## src/rtl/core/abe_pkg.sv

```systemverilog
// ----------------------------------------------------------------------------
// Alignment block extractor package
// Shared constants, controller state type and command/status structs.
// ----------------------------------------------------------------------------
package abe_pkg;

   localparam int MAX_SEQUENCES = 32;
   localparam int MAX_COLUMNS   = 65536;
   localparam int LANE_W        = $clog2(MAX_SEQUENCES);

   localparam int TAGS_W   = 64;
   localparam int NSEQ_W   = 6;
   localparam int CTR_W    = 17;
   localparam int START_W  = 16;
   localparam int BLKIDX_W = 17;
   localparam int LEN_W    = 17;
   localparam int CNT_W    = 6;

   localparam logic [1:0] TAG_UNALIGNED = 2'd1;
   localparam logic [1:0] TAG_ALIGNED   = 2'd2;

   localparam logic [NSEQ_W-1:0]   NSEQ_RESET = NSEQ_W'(2);
   localparam logic [BLKIDX_W-1:0] BLK_SAT    = '1;
   localparam logic [LEN_W-1:0]    RUN_MAX    = LEN_W'(MAX_COLUMNS);

   typedef enum logic [0:0] {
      ST_IDLE,
      ST_DRAIN
   } ctrl_state_type;

   typedef struct packed {
      logic accept;
      logic pop;
   } cmd_type;

   typedef struct packed {
      logic has_records;
      logic last_record;
   } status_type;

endpackage

```

## src/rtl/core/abe_ctrl.sv

```systemverilog
// ----------------------------------------------------------------------------
// Alignment block extractor controller
// Accepts columns while idle; drains records one per cycle unless stalled.
// ----------------------------------------------------------------------------
module abe_ctrl (
   input  logic               clock,
   input  logic               reset,
   input  logic               req_valid,
   output logic               req_ready,
   output logic               rsp_valid,
   input  logic               rsp_ready,
   input  abe_pkg::status_type status,
   output abe_pkg::cmd_type    cmd
);
   import abe_pkg::*;

   ctrl_state_type state_ff, state_in;
   logic           rsp_valid_ff, rsp_valid_in;
   logic           out_free;

   always_ff @(posedge clock) begin
      if (reset) begin
         state_ff     <= ST_IDLE;
         rsp_valid_ff <= 1'b0;
      end else begin
         state_ff     <= state_in;
         rsp_valid_ff <= rsp_valid_in;
      end
   end

   always_comb begin
      state_in   = state_ff;
      cmd        = '0;
      req_ready  = 1'b0;
      out_free   = !rsp_valid_ff || rsp_ready;
      unique case (state_ff)
         ST_IDLE: begin
            req_ready  = 1'b1;
            cmd.accept = req_valid;
            if (req_valid && status.has_records) begin
               state_in = ST_DRAIN;
            end
         end
         ST_DRAIN: begin
            cmd.pop = out_free;
            if (out_free && status.last_record) begin
               state_in = ST_IDLE;
            end
         end
         default: state_in = ST_IDLE;
      endcase
      rsp_valid_in = cmd.pop ? 1'b1 : (rsp_ready ? 1'b0 : rsp_valid_ff);
   end

   assign rsp_valid = rsp_valid_ff;

endmodule

```

## src/rtl/core/abe_datapath.sv

```systemverilog
// ----------------------------------------------------------------------------
// Alignment block extractor datapath
// Residue counters, open block state, pending record masks and output stage.
// ----------------------------------------------------------------------------
module abe_datapath (
   input  logic                           clock,
   input  logic                           reset,
   input  logic                           csr_wr_en,
   input  logic [abe_pkg::NSEQ_W-1:0]     csr_wr_data,
   input  logic [abe_pkg::TAGS_W-1:0]     req_column_tags,
   input  logic                           req_last_column,
   input  abe_pkg::cmd_type               cmd,
   output abe_pkg::status_type            status,
   output logic [abe_pkg::BLKIDX_W-1:0]   rsp_block_index,
   output logic [abe_pkg::LANE_W-1:0]     rsp_sequence_index,
   output logic [abe_pkg::START_W-1:0]    rsp_start_position,
   output logic [abe_pkg::LEN_W-1:0]      rsp_block_length,
   output logic [abe_pkg::CNT_W-1:0]      rsp_member_count,
   output logic                           rsp_all_aligned,
   output logic                           rsp_last_of_run
);
   import abe_pkg::*;

   function automatic logic [LANE_W-1:0] lowest_lane(input logic [MAX_SEQUENCES-1:0] m);
      logic [LANE_W-1:0] idx;
      idx = '0;
      for (int j = MAX_SEQUENCES - 1; j >= 0; j--) begin
         if (m[j]) idx = LANE_W'(j);
      end
      return idx;
   endfunction

   logic [NSEQ_W-1:0]        nseq_ff, nseq_in;
   logic [CTR_W-1:0]         ctr_ff [MAX_SEQUENCES];
   logic [CTR_W-1:0]         ctr_in [MAX_SEQUENCES];
   logic [START_W-1:0]       starts_ff [MAX_SEQUENCES];
   logic [START_W-1:0]       starts_in [MAX_SEQUENCES];
   logic [START_W-1:0]       snap_ff [MAX_SEQUENCES];
   logic [START_W-1:0]       snap_in [MAX_SEQUENCES];
   logic [MAX_SEQUENCES-1:0] pat_ff, pat_in;
   logic [CNT_W-1:0]         cnt_ff, cnt_in;
   logic                     full_ff, full_in;
   logic                     no_open_ff, no_open_in;
   logic [LEN_W-1:0]         run_ff, run_in;
   logic [BLKIDX_W-1:0]      blocks_ff, blocks_in;

   logic [MAX_SEQUENCES-1:0] mask_a_ff, mask_a_in, mask_b_ff, mask_b_in;
   logic [BLKIDX_W-1:0]      a_idx_ff, a_idx_in, b_idx_ff, b_idx_in;
   logic [LEN_W-1:0]         a_len_ff, a_len_in, b_len_ff, b_len_in;
   logic [CNT_W-1:0]         a_cnt_ff, a_cnt_in, b_cnt_ff, b_cnt_in;
   logic                     a_full_ff, a_full_in, b_full_ff, b_full_in;

   logic [BLKIDX_W-1:0]      o_idx_ff, o_idx_in;
   logic [LANE_W-1:0]        o_seq_ff, o_seq_in;
   logic [START_W-1:0]       o_start_ff, o_start_in;
   logic [LEN_W-1:0]         o_len_ff, o_len_in;
   logic [CNT_W-1:0]         o_cnt_ff, o_cnt_in;
   logic                     o_full_ff, o_full_in;
   logic                     o_last_ff, o_last_in;

   logic [NSEQ_W-1:0]        lanes;
   logic [1:0]               tag;
   logic [MAX_SEQUENCES-1:0] col_pat, col_adv;
   logic [CNT_W-1:0]         col_cnt;
   logic                     match, close_a, open_new;
   logic [MAX_SEQUENCES-1:0] nb_pat;
   logic [CNT_W-1:0]         nb_cnt;
   logic                     nb_full, nb_no_open;
   logic [LEN_W-1:0]         nb_run;
   logic [BLKIDX_W-1:0]      nb_blocks;
   logic [MAX_SEQUENCES-1:0] new_mask_a, new_mask_b;
   logic                     phase_a;
   logic [MAX_SEQUENCES-1:0] sel_mask, sel_bit;
   logic [LANE_W-1:0]        sel_lane;
   logic                     any_records, final_record;

   always_ff @(posedge clock) begin
      if (reset) begin
         nseq_ff    <= NSEQ_RESET;
         for (int j = 0; j < MAX_SEQUENCES; j++) ctr_ff[j] <= '1;
         pat_ff     <= '0;
         cnt_ff     <= '0;
         full_ff    <= 1'b0;
         no_open_ff <= 1'b1;
         run_ff     <= '0;
         blocks_ff  <= '0;
         mask_a_ff  <= '0;
         mask_b_ff  <= '0;
      end else begin
         nseq_ff    <= nseq_in;
         for (int j = 0; j < MAX_SEQUENCES; j++) ctr_ff[j] <= ctr_in[j];
         pat_ff     <= pat_in;
         cnt_ff     <= cnt_in;
         full_ff    <= full_in;
         no_open_ff <= no_open_in;
         run_ff     <= run_in;
         blocks_ff  <= blocks_in;
         mask_a_ff  <= mask_a_in;
         mask_b_ff  <= mask_b_in;
      end
   end

   always_ff @(posedge clock) begin
      for (int j = 0; j < MAX_SEQUENCES; j++) begin
         starts_ff[j] <= starts_in[j];
         snap_ff[j]   <= snap_in[j];
      end
      a_idx_ff   <= a_idx_in;
      a_len_ff   <= a_len_in;
      a_cnt_ff   <= a_cnt_in;
      a_full_ff  <= a_full_in;
      b_idx_ff   <= b_idx_in;
      b_len_ff   <= b_len_in;
      b_cnt_ff   <= b_cnt_in;
      b_full_ff  <= b_full_in;
      o_idx_ff   <= o_idx_in;
      o_seq_ff   <= o_seq_in;
      o_start_ff <= o_start_in;
      o_len_ff   <= o_len_in;
      o_cnt_ff   <= o_cnt_in;
      o_full_ff  <= o_full_in;
      o_last_ff  <= o_last_in;
   end

   // column decode and next block state
   always_comb begin
      lanes = (nseq_ff > NSEQ_W'(MAX_SEQUENCES)) ? NSEQ_W'(MAX_SEQUENCES) : nseq_ff;
      tag   = '0;
      for (int j = 0; j < MAX_SEQUENCES; j++) begin
         tag        = req_column_tags[2*j +: 2];
         col_pat[j] = (NSEQ_W'(j) < lanes) && (tag == TAG_ALIGNED);
         col_adv[j] = (NSEQ_W'(j) < lanes) && (tag == TAG_ALIGNED || tag == TAG_UNALIGNED);
      end
      col_cnt  = CNT_W'($countones(col_pat));
      match    = !no_open_ff && (col_pat == pat_ff);
      close_a  = !no_open_ff && !match;
      open_new = !match && (col_cnt > CNT_W'(1));

      nb_pat     = pat_ff;
      nb_cnt     = cnt_ff;
      nb_full    = full_ff;
      nb_no_open = no_open_ff;
      nb_run     = run_ff;
      nb_blocks  = blocks_ff;
      if (match) begin
         if (run_ff < RUN_MAX) nb_run = run_ff + LEN_W'(1);
      end else if (open_new) begin
         if (blocks_ff < BLK_SAT) nb_blocks = blocks_ff + BLKIDX_W'(1);
         nb_pat     = col_pat;
         nb_cnt     = col_cnt;
         nb_full    = (col_cnt == lanes);
         nb_no_open = 1'b0;
         nb_run     = LEN_W'(1);
      end else begin
         nb_no_open = 1'b1;
         nb_run     = '0;
         nb_pat     = '0;
      end

      new_mask_a  = close_a ? pat_ff : '0;
      new_mask_b  = (req_last_column && !nb_no_open) ? nb_pat : '0;
      any_records = (new_mask_a != '0) || (new_mask_b != '0);
   end

   // record selection
   always_comb begin
      phase_a  = (mask_a_ff != '0);
      sel_mask = phase_a ? mask_a_ff : mask_b_ff;
      sel_lane = lowest_lane(sel_mask);
      sel_bit  = MAX_SEQUENCES'(1) << sel_lane;
      final_record = phase_a ?
         (((mask_a_ff & ~sel_bit) == '0) && (mask_b_ff == '0)) :
         ((mask_b_ff & ~sel_bit) == '0);
   end

   assign status = '{has_records: any_records, last_record: final_record};

   // state update
   always_comb begin
      nseq_in    = csr_wr_en ? csr_wr_data : nseq_ff;
      for (int j = 0; j < MAX_SEQUENCES; j++) begin
         ctr_in[j]    = ctr_ff[j];
         starts_in[j] = starts_ff[j];
         snap_in[j]   = snap_ff[j];
      end
      pat_in     = pat_ff;
      cnt_in     = cnt_ff;
      full_in    = full_ff;
      no_open_in = no_open_ff;
      run_in     = run_ff;
      blocks_in  = blocks_ff;
      mask_a_in  = mask_a_ff;
      mask_b_in  = mask_b_ff;
      a_idx_in   = a_idx_ff;
      a_len_in   = a_len_ff;
      a_cnt_in   = a_cnt_ff;
      a_full_in  = a_full_ff;
      b_idx_in   = b_idx_ff;
      b_len_in   = b_len_ff;
      b_cnt_in   = b_cnt_ff;
      b_full_in  = b_full_ff;
      o_idx_in   = o_idx_ff;
      o_seq_in   = o_seq_ff;
      o_start_in = o_start_ff;
      o_len_in   = o_len_ff;
      o_cnt_in   = o_cnt_ff;
      o_full_in  = o_full_ff;
      o_last_in  = o_last_ff;

      if (cmd.accept) begin
         for (int j = 0; j < MAX_SEQUENCES; j++) begin
            ctr_in[j] = col_adv[j] ? ctr_ff[j] + CTR_W'(1) : ctr_ff[j];
            if (!match && open_new && col_pat[j]) starts_in[j] = ctr_in[j][START_W-1:0];
            if (close_a) snap_in[j] = starts_ff[j];
            if (req_last_column) ctr_in[j] = '1;
         end
         mask_a_in = new_mask_a;
         a_idx_in  = blocks_ff;
         a_len_in  = run_ff;
         a_cnt_in  = cnt_ff;
         a_full_in = full_ff;
         mask_b_in = new_mask_b;
         b_idx_in  = nb_blocks;
         b_len_in  = nb_run;
         b_cnt_in  = nb_cnt;
         b_full_in = nb_full;
         if (req_last_column) begin
            pat_in     = '0;
            cnt_in     = '0;
            full_in    = 1'b0;
            no_open_in = 1'b1;
            run_in     = '0;
            blocks_in  = '0;
         end else begin
            pat_in     = nb_pat;
            cnt_in     = nb_cnt;
            full_in    = nb_full;
            no_open_in = nb_no_open;
            run_in     = nb_run;
            blocks_in  = nb_blocks;
         end
      end

      if (cmd.pop) begin
         o_seq_in  = sel_lane;
         o_last_in = final_record;
         if (phase_a) begin
            o_idx_in   = a_idx_ff;
            o_start_in = snap_ff[sel_lane];
            o_len_in   = a_len_ff;
            o_cnt_in   = a_cnt_ff;
            o_full_in  = a_full_ff;
            mask_a_in  = mask_a_ff & ~sel_bit;
         end else begin
            o_idx_in   = b_idx_ff;
            o_start_in = starts_ff[sel_lane];
            o_len_in   = b_len_ff;
            o_cnt_in   = b_cnt_ff;
            o_full_in  = b_full_ff;
            mask_b_in  = mask_b_ff & ~sel_bit;
         end
      end
   end

   assign rsp_block_index    = o_idx_ff;
   assign rsp_sequence_index = o_seq_ff;
   assign rsp_start_position = o_start_ff;
   assign rsp_block_length   = o_len_ff;
   assign rsp_member_count   = o_cnt_ff;
   assign rsp_all_aligned    = o_full_ff;
   assign rsp_last_of_run    = o_last_ff;

endmodule

```

## src/rtl/core/alignment_block_extractor_top.sv

```systemverilog
// ----------------------------------------------------------------------------
// Alignment block extractor
// A column that closes no block does not stall; one column per cycle.
// A column that closes blocks is accepted; its n member records are then
// registered out one per cycle while rsp_ready does not stall, req_ready low
// until the last one is popped; the record drain sets the rate.
// Synchronous reset sets counters to '1, clears block state; num_sequences is 2.
// ----------------------------------------------------------------------------
module alignment_block_extractor_top (
   input  logic                           clock,
   input  logic                           reset,
   input  logic                           csr_wr_en,
   input  logic [abe_pkg::NSEQ_W-1:0]     csr_wr_data,
   input  logic                           req_valid,
   output logic                           req_ready,
   input  logic [abe_pkg::TAGS_W-1:0]     req_column_tags,
   input  logic                           req_last_column,
   output logic                           rsp_valid,
   input  logic                           rsp_ready,
   output logic [abe_pkg::BLKIDX_W-1:0]   rsp_block_index,
   output logic [abe_pkg::LANE_W-1:0]     rsp_sequence_index,
   output logic [abe_pkg::START_W-1:0]    rsp_start_position,
   output logic [abe_pkg::LEN_W-1:0]      rsp_block_length,
   output logic [abe_pkg::CNT_W-1:0]      rsp_member_count,
   output logic                           rsp_all_aligned,
   output logic                           rsp_last_of_run
);
   import abe_pkg::*;

   cmd_type    cmd;
   status_type status;

   abe_ctrl u_ctrl (
      .clock     (clock),
      .reset     (reset),
      .req_valid (req_valid),
      .req_ready (req_ready),
      .rsp_valid (rsp_valid),
      .rsp_ready (rsp_ready),
      .status    (status),
      .cmd       (cmd)
   );

   abe_datapath u_datapath (
      .clock              (clock),
      .reset              (reset),
      .csr_wr_en          (csr_wr_en),
      .csr_wr_data        (csr_wr_data),
      .req_column_tags    (req_column_tags),
      .req_last_column    (req_last_column),
      .cmd                (cmd),
      .status             (status),
      .rsp_block_index    (rsp_block_index),
      .rsp_sequence_index (rsp_sequence_index),
      .rsp_start_position (rsp_start_position),
      .rsp_block_length   (rsp_block_length),
      .rsp_member_count   (rsp_member_count),
      .rsp_all_aligned    (rsp_all_aligned),
      .rsp_last_of_run    (rsp_last_of_run)
   );

endmodule
```

## config.mk

```make
export PLATFORM = sky130hd
export DESIGN_NAME = alignment_block_extractor_top
export DESIGN_NICKNAME = d
export VERILOG_FILES = /design/src/rtl/core/abe_pkg.sv /design/src/rtl/core/abe_ctrl.sv /design/src/rtl/core/abe_datapath.sv /design/src/rtl/core/alignment_block_extractor_top.sv
export SDC_FILE = /design/constraint.sdc
export NUM_CORES = 2
export LEC_CHECK = 0
export ABC_AREA = 1
export BUFFER_PORTS_ARGS = -buffer_cell sky130_fd_sc_hd__buf_2
export CORE_ASPECT_RATIO = 0.9
export CORE_MARGIN = 5
export CORE_UTILIZATION = 35
export CTS_CLUSTER_DIAMETER = 50
export DETAILED_ROUTE_END_ITERATION = 8
export PLACE_DENSITY = 0.6
export SETUP_SLACK_MARGIN = 0.3
export SYNTH_ARGS = -nofsm -noshare
export SYNTH_HDL_FRONTEND = slang
export SYNTH_SLANG_ARGS = --single-unit
```

## constraint.sdc

```tcl
create_clock -name clock -period 45.8 [get_ports clock]
set_input_delay 2.29 -clock clock [delete_from_list [all_inputs] [get_ports clock]]
set_output_delay 2.29 -clock clock [all_outputs]
set_load 0.01 [all_outputs]
```

==> flow_metrics.env <==
export IMPL_status="finished, final reports clean"
export IMPL_finalPower_mw=7.641
export IMPL_vias_per_cell=5.432
export IMPL_start_util_pct=35.13
export IMPL_gp_congestion=0.9684
export IMPL_critPathCaptureType="flop"
export IMPL_slowest_stage="nor2_1"
export IMPL_cts_resized=0
export IMPL_worstMarginPinSlew_ps=1239
export IMPL_dieWidth_um=522.6
export IMPL_grt_pass1_vias=61178
export IMPL_antenna_found_initial=9
export IMPL_core_um2=235600
export IMPL_post_cts_buffers=0
export IMPL_finalCritPeriodShare_pct=21.24
export IMPL_remaining_drc_errors=0
export IMPL_yosysWarnings=0
export IMPL_fin_skew_ps=50.74
export IMPL_slew_viol_final=0
export IMPL_syn_nets=8712
export IMPL_min_to="u_datapath.snap_ff[20][6]"
export IMPL_r2r_slack_ps=36070
export IMPL_placed_area_um2=86510
export IMPL_fp_row_count=169
export IMPL_synth_area_um2=82760
export IMPL_die_area_um2=246300
export IMPL_htreeDepth=4
export IMPL_clock_path_buffers=3
export IMPL_min_path_cells=0
export IMPL_leakagePower_nw=35.13
export IMPL_cp_data_required_time_ps=46490
export IMPL_drt_iter0_drc=6784
export IMPL_nFillCells=22938
export IMPL_setup_viol=0
export IMPL_root_buffer="clkbuf_16"
export IMPL_drtAntennaViolNets=0
export IMPL_fin_tns_setup_ps=0
export IMPL_rsz0062_at_grt="false"
export IMPL_cts_tree="yes"
export IMPL_ir_worst_vdd_v=0.0001441
export IMPL_die_y_um=471.3
export IMPL_arrival_ps=10420
export IMPL_clock_sinks=1827
export IMPL_ys_flop_type="edfxtp_1"
export IMPL_synth_seq_cells=1827
export IMPL_grt_overflow=0
export IMPL_routed_wirelength_mm=267.9
export IMPL_max_freq_mhz=102.8
export IMPL_start_kind="flop"
export IMPL_critPathKind="flop to flop"
export IMPL_worstHoldPathType="flop to flop"
export IMPL_hpwl_mm=178.4
export IMPL_async_flop_share_pct=0
export IMPL_maxCapViolCount=0
export IMPL_reg2reg_to="u_ctrl.state_ff"
export IMPL_grt_start_max_net_pins=201
export IMPL_grt_pass1_wl_mm=396.6
export IMPL_area_growth_pct=13.41
export IMPL_worstHoldStart="u_datapath.starts_ff[20][6]"
export IMPL_stdcell_area_um2=93860
export IMPL_r2r_cells=32
export IMPL_cpPeakStageDelay_ps=930
export IMPL_grt_usage_pct=21.09
export IMPL_crit_fanout=39
export IMPL_syn_instance_count=8520
export IMPL_cts_buffers=217
export IMPL_port_buffers=140
export IMPL_fin_nets=8670
export IMPL_wire_per_inst_um=22.63
export IMPL_ios=141
export IMPL_max_slew_margin_pct=17.12
export IMPL_avgSynthCellArea_um2=9.714
export IMPL_clock_latency_ps=870
export IMPL_r2r_start="u_datapath.nseq_ff[1]"
export IMPL_num_vias=64303
export IMPL_min_period_ps=9728
export IMPL_synth_edf_count=1169
export IMPL_power_density_nw_per_um2=81.40
export IMPL_dr_pass1_iters=6
export IMPL_clk_pin_slew_ps=60
export IMPL_timing_final_hold_violations=0
export IMPL_layout_drive_gt1_share_pct=7.943
export IMPL_seq_area_frac_synth_pct=58.33
export IMPL_synth_cell_types=55
export IMPL_cts_hold_buf=0
## cells in the final DEF, fill, tap and decap left out, types with 141 or more instances in the layout
| cell | Yosys | final |
|---|---|---|
| nand2_1 | 1748 | 1743 |
| nand4_1 | 206 | 206 |
| inv_1 | 684 | 680 |
| nor3_1 | 173 | 141 |
| o211ai_1 | 212 | 212 |
| nand3_1 | 578 | 576 |
| edfxtp_1 | 1169 | 1169 |
| xor2_1 | 382 | 382 |
| clkbuf_16 | 0 | 219 |
| nor2_1 | 306 | 301 |
| a21oi_1 | 501 | 501 |
| o21ai_0 | 594 | 594 |
| dfxtp_1 | 658 | 658 |
## power breakdown
| group | internal [mW] | switching [mW] |
|---|---|---|
| clock | 1.02 | 0.732 |
| combinational | 0.832 | 2.87 |
| sequential | 2.06 | 0.132 |
| total | 3.91 | 3.73 |
## stage by stage
stage	util, %	hold WS (ps)	worst slack (ps)	std cells
5_1_grt	39.85	430.8	35840	11838
4_1_cts	39.84	407.6	36140	11837
3_3_place_gp	36.73	428.7	35910	11422
2_1_floorplan	-	426.1	19540	8520
3_5_place_dp	36.73	432.3	35890	11422
6_report	39.85	422.8	36070	11838
## worst max-delay path by stage
stage / from / endpoint / slack [ps] / depth (start not counted)
floorplan: req_column_tags[30] / u_datapath.snap_ff[0][0] / 19540 / 15
global placement: req_column_tags[16] / u_ctrl.state_ff / 35910 / 28
detailed placement: req_column_tags[16] / u_ctrl.state_ff / 35890 / 28
CTS: u_datapath.nseq_ff[1] / u_ctrl.state_ff / 36140 / 32
global route: u_datapath.nseq_ff[1] / u_ctrl.state_ff / 35840 / 31
finish: u_datapath.nseq_ff[1] / u_ctrl.state_ff / 36070 / 32
## flip-flops by register name (all words and copies together), names as in the netlist, 32 cells and up
signal / flops
u_datapath.mask_b_ff: 32
u_datapath.starts_ff: 512
u_datapath.snap_ff: 512
u_datapath.ctr_ff: 512
u_datapath.mask_a_ff: 32
u_datapath.pat_ff: 32
## worst max-delay path, delay by kind of cell, from the launching register on
family                     cells  cell delay (ps)
AOI/OAI and AO/OA              6             1470
adders and majority gates      8             3450
buffers and inverters          7              980
DFF                            1              330
and+or+nand+nor               11             3280
## synth_stat cells, drive strengths merged (5+ instances only)
cell       n  area (um2)
o22ai    127       794.5
a21oi    501        2507
a22oi     32       240.2
nor4      44       275.3
a221oi   102       893.4
nand4    206        1289
inv      693        2601
fa        26       520.5
edfxtp  1169       35100
clkbuf   387        1454
o21ai    619        3098
or2       13       81.33
nor3b     10       75.07
ha        90        1126
o311ai     8       70.07
mux2       6       67.56
xnor2    132        1156
dfxtp    658       13170
o41ai      9       78.83
nand2   1753        6598
buf      128       678.2
o211ai   212        1592
xor2     382        3346
a31oi    115       719.4
nor3     173       865.8
nor2     313        1197
nand3    579        2910
nor4b      5       43.79
## layer usage
metal / vias to the layer above / track usage (%) / routed length [um]
li1: 29738 / - / -
met1: 31492 / 29.02 / 113500
met2: 2585 / 32.47 / 120400
met3: 486 / 3.963 / 21600
met4: 2 / 9.132 / 12500
met5: - / 0 / 9
## area by class of cell
cell class                 count  area [um2]  area share (%)
antenna                        1       2.502        0.002666
multi-input combinational   5482       30010           31.97
timing repair buffer         254        1614           1.720
clock inverter               133        1470           1.566
tap                         3163        3958           4.216
clock buffer                 282        5877           6.261
sequential                  1827       48280           51.43
inverter                     696        2651           2.825
## kinds of logic (layout without fill, tap and decap cells)
group	Yosys count	count (layout)	synth area share, %
buf+inv	1211	1365	5.734
mux	7	7	0.09373
simple gates	3107	3107	16.20
other cells	0	1	0
xor+xnor	514	514	5.440
compound gates	1738	1738	12.21
fa+ha+maj	116	116	1.990
flops	1827	1827	58.33
Power figures use the tool's default switching activity.
